## src/design/mqsb_pkg.sv

```systemverilog
// Package for the multi-queue shared buffer: sizes, status codes, payload
// structs, link memory entry type and the control state type.
// No dependencies.
`default_nettype none

package mqsb_pkg;

   localparam int SLOTS  = 64;
   localparam int QUEUES = 4;
   localparam int SLOT_W = $clog2(SLOTS);

   localparam logic OP_ENQ = 1'b0;
   localparam logic OP_DEQ = 1'b1;

   localparam logic [1:0] STATUS_OK    = 2'd0;
   localparam logic [1:0] STATUS_FULL  = 2'd1;
   localparam logic [1:0] STATUS_EMPTY = 2'd2;

   localparam logic signed [31:0] DATA_NONE = -32'sd1;

   typedef struct packed {
      logic              opcode;
      logic [1:0]        queue_id;
      logic signed [31:0] data_in;
   } req_type;

   typedef struct packed {
      logic signed [31:0] data_out;
      logic [1:0]        status;
   } rsp_type;

   typedef struct packed {
      logic              valid;
      logic [SLOT_W-1:0] next;
   } link_entry_type;

   typedef enum logic {
      S_IDLE,
      S_EXEC
   } state_type;

   // Value held by a link entry that has never been written: the initial
   // free chain, each slot pointing at the one after it.
   function automatic link_entry_type link_reset_value(input logic [SLOT_W-1:0] idx);
      link_entry_type e;
      e.next  = idx + SLOT_W'(1);
      e.valid = (idx != SLOT_W'(SLOTS - 1));
      return e;
   endfunction

endpackage

`default_nettype wire

```

## src/design/multi_queue_shared_buffer.sv

```systemverilog
// Multi-queue shared buffer: several FIFO queues in one slot store, with a
// linked free list. Depends on mqsb_pkg.
// Timing: a req transfer is registered and committed in the EXEC state,
// which raises rsp_valid; a stalled result holds in the output register
// while the next request is taken, and the next commit waits for it.
// One request at a time: link memory read at transfer, written back at commit.
// Reset: synchronous; queue and free-list registers clear, link entries
// read as the initial free chain until first written, so no clearing pass.
`default_nettype none

module multi_queue_shared_buffer (
   input  wire                  clock,
   input  wire                  reset,
   input  wire                  req_valid,
   output logic                 req_ready,
   input  mqsb_pkg::req_type    req_payload,
   output logic                 rsp_valid,
   input  wire                  rsp_ready,
   output mqsb_pkg::rsp_type    rsp_payload
);
   import mqsb_pkg::*;

   state_type state_ff, state_in;

   logic [SLOT_W-1:0] head_ff [QUEUES];
   logic [SLOT_W-1:0] head_in [QUEUES];
   logic [SLOT_W-1:0] tail_ff [QUEUES];
   logic [SLOT_W-1:0] tail_in [QUEUES];
   logic [QUEUES-1:0] nonempty_ff, nonempty_in;
   logic [SLOT_W-1:0] free_head_ff, free_head_in;
   logic              free_nonempty_ff, free_nonempty_in;

   // item in flight
   logic              op_ff;
   logic [1:0]        q_ff;
   logic              act_ff;
   logic [SLOT_W-1:0] idx_ff;

   logic              rsp_valid_ff, rsp_valid_in;
   rsp_type           rsp_ff, rsp_in;

   // memories
   link_entry_type    link_mem [SLOTS];
   logic [31:0]       data_mem [SLOTS];
   logic [SLOTS-1:0]  link_written_ff;
   link_entry_type    link_rd_ff;
   logic              link_rd_written_ff;
   logic [31:0]       data_rd_ff;

   logic              req_fire;
   logic              commit;
   logic              q_ok;
   logic              rd_act;
   logic [SLOT_W-1:0] rd_idx;
   link_entry_type    link_q;
   logic              link_we;
   logic [SLOT_W-1:0] link_waddr;
   link_entry_type    link_wdata;

   assign req_fire = req_valid && req_ready;
   assign q_ok     = 32'(req_payload.queue_id) < QUEUES;

   // next state
   always_comb begin
      state_in = state_ff;
      case (state_ff)
         S_IDLE: if (req_fire) state_in = S_EXEC;
         S_EXEC: if (commit) state_in = S_IDLE;
         default: state_in = S_IDLE;
      endcase
   end

   // control outputs
   always_comb begin
      req_ready = 1'b0;
      commit    = 1'b0;
      case (state_ff)
         S_IDLE: req_ready = 1'b1;
         S_EXEC: commit = !rsp_valid_ff || rsp_ready;
         default: ;
      endcase
   end

   // decide the slot at transfer time
   always_comb begin
      if (req_payload.opcode == OP_ENQ) begin
         rd_idx = free_head_ff;
         rd_act = q_ok && free_nonempty_ff;
      end else begin
         rd_idx = head_ff[req_payload.queue_id];
         rd_act = q_ok && nonempty_ff[req_payload.queue_id];
      end
   end

   assign link_q = link_rd_written_ff ? link_rd_ff : link_reset_value(idx_ff);

   // commit: write back queue and free-list state, build the result
   always_comb begin
      head_in          = head_ff;
      tail_in          = tail_ff;
      nonempty_in      = nonempty_ff;
      free_head_in     = free_head_ff;
      free_nonempty_in = free_nonempty_ff;
      rsp_in           = rsp_ff;
      rsp_valid_in     = rsp_valid_ff && !rsp_ready;
      link_we          = 1'b0;
      link_waddr       = idx_ff;
      link_wdata       = link_q;
      if (commit) begin
         rsp_valid_in = 1'b1;
         if (op_ff == OP_ENQ) begin
            rsp_in.data_out = '0;
            if (act_ff) begin
               rsp_in.status    = STATUS_OK;
               free_head_in     = link_q.next;
               free_nonempty_in = link_q.valid;
               if (nonempty_ff[q_ff]) begin
                  link_we          = 1'b1;
                  link_waddr       = tail_ff[q_ff];
                  link_wdata.valid = 1'b1;
                  link_wdata.next  = idx_ff;
               end else begin
                  head_in[q_ff]     = idx_ff;
                  nonempty_in[q_ff] = 1'b1;
               end
               tail_in[q_ff] = idx_ff;
            end else begin
               rsp_in.status = STATUS_FULL;
            end
         end else begin
            if (act_ff) begin
               rsp_in.status     = STATUS_OK;
               rsp_in.data_out   = data_rd_ff;
               // the tail is the only entry without a successor
               nonempty_in[q_ff] = (idx_ff != tail_ff[q_ff]);
               head_in[q_ff]     = link_q.next;
               link_we           = 1'b1;
               link_waddr        = idx_ff;
               link_wdata.valid  = free_nonempty_ff;
               link_wdata.next   = free_head_ff;
               free_head_in      = idx_ff;
               free_nonempty_in  = 1'b1;
            end else begin
               rsp_in.status   = STATUS_EMPTY;
               rsp_in.data_out = DATA_NONE;
            end
         end
      end
   end

   always_ff @(posedge clock) begin
      if (reset) begin
         state_ff         <= S_IDLE;
         nonempty_ff      <= '0;
         free_head_ff     <= '0;
         free_nonempty_ff <= 1'b1;
         rsp_valid_ff     <= 1'b0;
         link_written_ff  <= '0;
         for (int i = 0; i < QUEUES; i++) begin
            head_ff[i] <= '0;
            tail_ff[i] <= '0;
         end
      end else begin
         state_ff         <= state_in;
         nonempty_ff      <= nonempty_in;
         free_head_ff     <= free_head_in;
         free_nonempty_ff <= free_nonempty_in;
         rsp_valid_ff     <= rsp_valid_in;
         head_ff          <= head_in;
         tail_ff          <= tail_in;
         if (link_we) link_written_ff[link_waddr] <= 1'b1;
      end
   end

   // payload registers
   always_ff @(posedge clock) begin
      rsp_ff <= rsp_in;
      if (req_fire) begin
         op_ff              <= req_payload.opcode;
         q_ff               <= req_payload.queue_id;
         act_ff             <= rd_act;
         idx_ff             <= rd_idx;
         link_rd_written_ff <= link_written_ff[rd_idx];
      end
   end

   // link memory: read at transfer, write back at commit
   always_ff @(posedge clock) begin
      if (req_fire) link_rd_ff <= link_mem[rd_idx];
      if (link_we) link_mem[link_waddr] <= link_wdata;
   end

   // slot data memory: enqueue writes at transfer, dequeue reads at transfer
   always_ff @(posedge clock) begin
      if (req_fire && rd_act && req_payload.opcode == OP_ENQ)
         data_mem[rd_idx] <= req_payload.data_in;
      if (req_fire) data_rd_ff <= data_mem[rd_idx];
   end

   assign rsp_valid   = rsp_valid_ff;
   assign rsp_payload = rsp_ff;

   a_fire_exec: assert property (@(posedge clock) disable iff (reset)
      req_fire |=> state_ff == S_EXEC)
      else $error("request transfer did not start execution");

   a_rsp_from_commit: assert property (@(posedge clock) disable iff (reset)
      $rose(rsp_valid_ff) |-> $past(state_ff == S_EXEC))
      else $error("result raised without a commit");

   a_link_write_exec: assert property (@(posedge clock) disable iff (reset)
      link_we |-> state_ff == S_EXEC && act_ff)
      else $error("link write outside an active commit");

   a_deq_frees: assert property (@(posedge clock) disable iff (reset)
      commit && act_ff && op_ff == OP_DEQ |=> free_nonempty_ff && free_head_ff == $past(idx_ff))
      else $error("dequeued slot not returned to free list");

endmodule

`default_nettype wire

```

## config.mk

```make
export PLATFORM = sky130hd
export DESIGN_NAME = multi_queue_shared_buffer
export DESIGN_NICKNAME = d
export VERILOG_FILES = /design/src/design/mqsb_pkg.sv /design/src/design/multi_queue_shared_buffer.sv
export SDC_FILE = /design/constraint.sdc
export NUM_CORES = 2
export LEC_CHECK = 0
export ABC_AREA = 1
export BUFFER_PORTS_ARGS = -buffer_cell sky130_fd_sc_hd__buf_4
export CAP_MARGIN = 20
export CORE_MARGIN = 4
export CORE_UTILIZATION = 35
export CTS_CLUSTER_DIAMETER = 40
export CTS_CLUSTER_SIZE = 30
export DETAILED_ROUTE_END_ITERATION = 10
export HOLD_SLACK_MARGIN = 0.05
export PLACE_DENSITY = 0.51
export SLEW_MARGIN = 15
export SYNTH_ARGS = -nofsm -noshare
export SYNTH_HDL_FRONTEND = slang
export SYNTH_SLANG_ARGS = --single-unit
```

## constraint.sdc

```tcl
create_clock -name clock -period 14.93 [get_ports clock]
set_input_delay 1.493 -clock clock [delete_from_list [all_inputs] [get_ports clock]]
set_output_delay 1.493 -clock clock [all_outputs]
set_load 0.01 [all_outputs]
```

**Word-level counts from Yosys, hierarchy flattened**

Memories as Yosys holds them, arrays and structs flattened. A register that Yosys moved wholly into a read port is not among the register bits.
Cells that the tools add are included.

- Flip-flop bits (word level): 170
- RAM bits: 2496
- Output and inout bits: 36
- Memories kept: 2

- Add/subtract/negate cells: 1
- Magnitude comparators: 9
- Equal/unequal tests: 3
- Mux-type cells: 66
- Bitwise logic cells: 7
- Reductions and logical operators: 13

Memory list:

| memory | depth | width | read ports | clocked after Yosys merged registers in | write ports | line | text |
|---|---|---|---|---|---|---|---|
| data_mem | 64 | 32 | 1 | 1 | 1 | multi_queue_shared_buffer.sv:44 | `logic [31:0] data_mem [SLOTS];` |
| link_mem | 64 | 7 | 1 | 1 | 1 | multi_queue_shared_buffer.sv:43 | `link_entry_type link_mem [SLOTS];` |

Operators by type and width:

| kind | count |
|---|---|
| $mux 24 | 4 |
| $mux 6 | 13 |
| $bwmux 24 | 3 |
| $or 64x64->64 | 1 |
| $mux 7 | 6 |
| $mux 34 | 1 |
| $bmux 6 s2 | 2 |
| $mux 1 | 24 |
| $mux 4 | 4 |
| $lt 6x7->1 const B | 2 |
| $demux 6 s2 | 1 |
| $logic_and 1x1->1 | 7 |
| $add 6x1->6 const B | 1 |
| $bmux 1 s6 | 1 |
| $demux 1 s6 | 1 |
| $ge 3x3->1 const B | 2 |
| $ge 6x1->1 const B | 1 |
| $lt 2x3->1 const B | 2 |
| $ne 6x6->1 | 1 |
| $ne 6x6->1 const B | 1 |
| $not 2->3 | 2 |
| $reduce_and 3->1 | 2 |
| $bmux 1 s2 | 2 |
| $bwmux 4 | 1 |
| 11 further kinds | 14 |

**Logic depth before layout (Yosys ltp)**

- Depth after elaboration: 13
- Gate-level depth with buffers: 20
- Mapped depth without buffers: 16

**Least setup slack after synthesis**

OpenSTA, ideal clock, no wires.

- Kind: input port to flip-flop
- From: in rsp_ready
- To: mem link_mem[0][0] in the netlist's numbering (data pin)
- Setup time: 702 ps
- Arrival: 5596 ps
- Required time: 14228 ps
- Setup slack: 8633 ps
- Stages: 7
- Cell sequence: inv_1 > nand2_1 > nand2_1 > clkinv_1 > nand3_1 > nand2_1 > o21ai_0

RTL lines:

| what | line | text |
|---|---|---|
| start: declaration | multi_queue_shared_buffer.sv:18 | `input wire rsp_ready,` |
| end: declaration | multi_queue_shared_buffer.sv:43 |  |

**Worst setup path after layout**

- From: in req_payload[32] in the netlist's numbering
- To: reg data_rd_ff[26] (read register of data_mem) (data pin)

- Longest elaborated chain between the ends: 5

RTL lines:

| what | line | text |
|---|---|---|
| start: declaration | multi_queue_shared_buffer.sv:16 | `input mqsb_pkg::req_type req_payload,` |
| $not 2->3 (not written as such) | multi_queue_shared_buffer.sv:90 | `rd_idx = head_ff[req_payload.queue_id];` |
| $bmux 6 s2 | multi_queue_shared_buffer.sv:90 |  |
| $mux 6 (not written as such) (2 in a row) | multi_queue_shared_buffer.sv:90 |  |
| $mux 6 | multi_queue_shared_buffer.sv:86 | `if (req_payload.opcode == OP_ENQ) begin` |
| end: declaration | multi_queue_shared_buffer.sv:48 | `logic [31:0] data_rd_ff;` |

No other way between the ends. The select of a mux whose other input is x is not followed.
A chain may end at the register's enable or synchronous reset.

==> run summary <==
pre-CTS WS -> 7.14 ns
Setup crit end kind -> flop
RSZ-0062 raised after global routing -> no
TNS Setup -> 0 ns
Die W -> 584 µm
WP data required -> 15.77 ns
first-pass GRT wire length -> 571000 µm
number of global-route vias before repair -> 81587
Post-CTS Setup Repair Bufs -> 0
port buffer count -> 74
post-CTS sizing -> 0
Power Total -> 20400 µW
status -> finished clean
gp weighted congestion -> 0.841
top cells by area, synth -> edfxtp_1, nand2_1, nand3_1
die span in y -> 584 µm
final setup fails -> 0
DR pass1 iterations -> 5
initial core utilization -> 35.1%
top cell type's share of synthesized area -> 66.8%
hold buffers post-CTS -> 0
Hold WC Path Type -> reg2reg
top-count cell post-synth -> nand2_1
Setup CP Type -> in2reg
sequential share of the synthesized area -> 69.0%
Synth warnings -> 0
worst relative slew slack -> 14.8%
Core ar. -> 330000 µm²
Final Worst Setup Slack -> 8.05 ns
Crit Path Max Fanout -> 97
Post-synth top flop -> edfxtp_1
max frequency -> 0.145 GHz
Vias -> 84265
DRT Wirelength -> 393000 µm
initial antenna violation count -> 13
H-tree depth -> 5
Residual DRC -> 0
CTS max path bufs -> 4
final hold viol count -> 0
Via density -> 5.16
Worst IR Drop VDD -> 0.0911 mV
Final Max Tran Viols -> 0
minimum clock period after layout -> 6.88 ns
layout cells sized above 1 -> 9.42%
syn avg cell area -> 9.98 µm²
TritonCTS buffer count -> 422
Synth top cells by count -> nand2_1, edfxtp_1, nand3_1, clkbuf_1, buf_2
DR iter-0 viols -> 8226
Reg clk slew, reported paths -> 0.06 ns
I/O pin count -> 75
ANT nets after route -> 0
hpwl dp -> 213000 µm
Netlist cell types -> 38
Die ar. -> 341000 µm²
GRT Residual Overflow -> 0
#FFs+latches synth -> 2705
Post-synth EDFFs -> 2580
# rows -> 211
Slew @ Worst Pin -> 1.28 ns
largest net degree at the start of global routing -> 183
Startpoint Class -> input pin
Post-Synthesis Cells -> 11616
Syn-to-layout area delta -> 17.6%
Synth area leader -> edfxtp_1
Clock Skew -> 0.0695 ns
clock sinks -> 2705
final net count -> 11641
CTS tree -> done
P_leak -> 0.0556 µW
CP Data Arrival Time -> 7.72 ns
GRT Overall Usage -> 22.5%
Final Cycle Share -> 46.1%
Synth Net Count -> 11656
Async SR Flop Fraction -> 0%
Max-cap violations -> 0
Post-Syn Area -> 116000 µm²
worst skew pair latency -> 0.98 ns
CTS root buf -> clkbuf_16
pwr dens -> 150 nW/µm²
WL/cell -> 24.0 µm
==> through the flow <==
step	hold WS (ns)	cells	util (%)	instance area (µm²)
floorplan	0.429	11616	-	116000
detailed placement	0.440	15543	36.8	121000
CTS	0.448	16337	41.3	136000
global route	0.468	16339	41.3	136000
global placement	0.436	15532	36.7	121000
finish	0.447	16344	41.3	136000
==> cell families after synthesis <==
logic type	count (synthesis)	synth area share [%]
AND/OR/NAND/NOR	7711	26.5
XOR/XNOR	6	0.0453
adder cells (fa/ha/maj)	1	0.0108
multiplexers	1	0.00863
flip-flops	2705	69.0
buffers and inverters	943	3.40
AO/OA/AOI/OAI	249	1.12
==> flip-flops by register name, summed over array words and instances, names as in the netlist, 4 cells and up <==
name             flops
data_mem          2048
data_rd_ff          32
free_head_ff         6
head_ff             24
idx_ff               6
link_mem           448
link_rd_ff           7
link_written_ff     64
nonempty_ff          4
rsp_payload         34
tail_ff             24
==> per-layer routing <==
metal  routed length (µm)  global-route usage [%]
met2               184000                    36.6
met3                26100                    3.22
met1               166000                    30.4
met4                17000                    8.79
met5                   13                       0
==> critical path, cell delays in order <==
cell     delay [ns]
buf_4          0.17
inv_2          0.17
nand2_1        0.09
nand3_1        0.15
nand3_4        0.66
nand2_8        0.86
buf_4          0.68
buf_4          0.81
buf_4          0.92
nand2_1        0.10
nand2_1        0.11
nand2_1        0.06
nand2_1        0.09
nand2_1        0.05
nand2_1        0.09
nand2_1        0.05
nand2_1        0.29
nor2_1         0.23
nand2_1        0.12
==> placed cells by master, fill, tap and decap left out, types with 56 or more instances in the layout <==
master and count:
a21oi_1 133, bufinv_16 66, clkbuf_16 430, nand3_1 1268, dfxtp_1 125, edfxtp_1 2580
clkinv_2 56, inv_1 220, buf_4 240, o21ai_0 80, nand2_1 6143, nor2_1 187
nor2_4 67
==> final timing paths <==
path | cells after the start | slack (ns) | start | to
hold / removal | 2 | 0.45 | link_written_ff[2] | link_written_ff[2]
setup / recovery | 19 | 8.05 | req_payload[32] | data_rd_ff[26]
setup reg to reg | 18 | 8.62 | head_ff[12] | data_rd_ff[26]
hold reg to reg | 2 | 0.45 | link_written_ff[2] | link_written_ff[2]
==> where the power goes <==
| part | switching (µW) | internal [µW] |
|---|---|---|
| Combinational | 1330 | 346 |
| Clock | 3800 | 6490 |
| Sequential | 35.0 | 8410 |
| Total | 5170 | 15300 |
==> area by class of cell <==
| cell class | count | area, µm² |
|---|---|---|
| fillers | 31556 | 194000 |
| clock buffers | 453 | 10900 |
| repair buffers | 264 | 2300 |
| inverters | 240 | 903 |
| clock inverters | 341 | 4130 |
| flip-flops and latches | 2705 | 80000 |
| multi-input cells | 7968 | 32800 |
| well taps | 4366 | 5460 |
| diodes | 7 | 17.5 |
No activity file was read; power rests on OpenSTA's default activity.
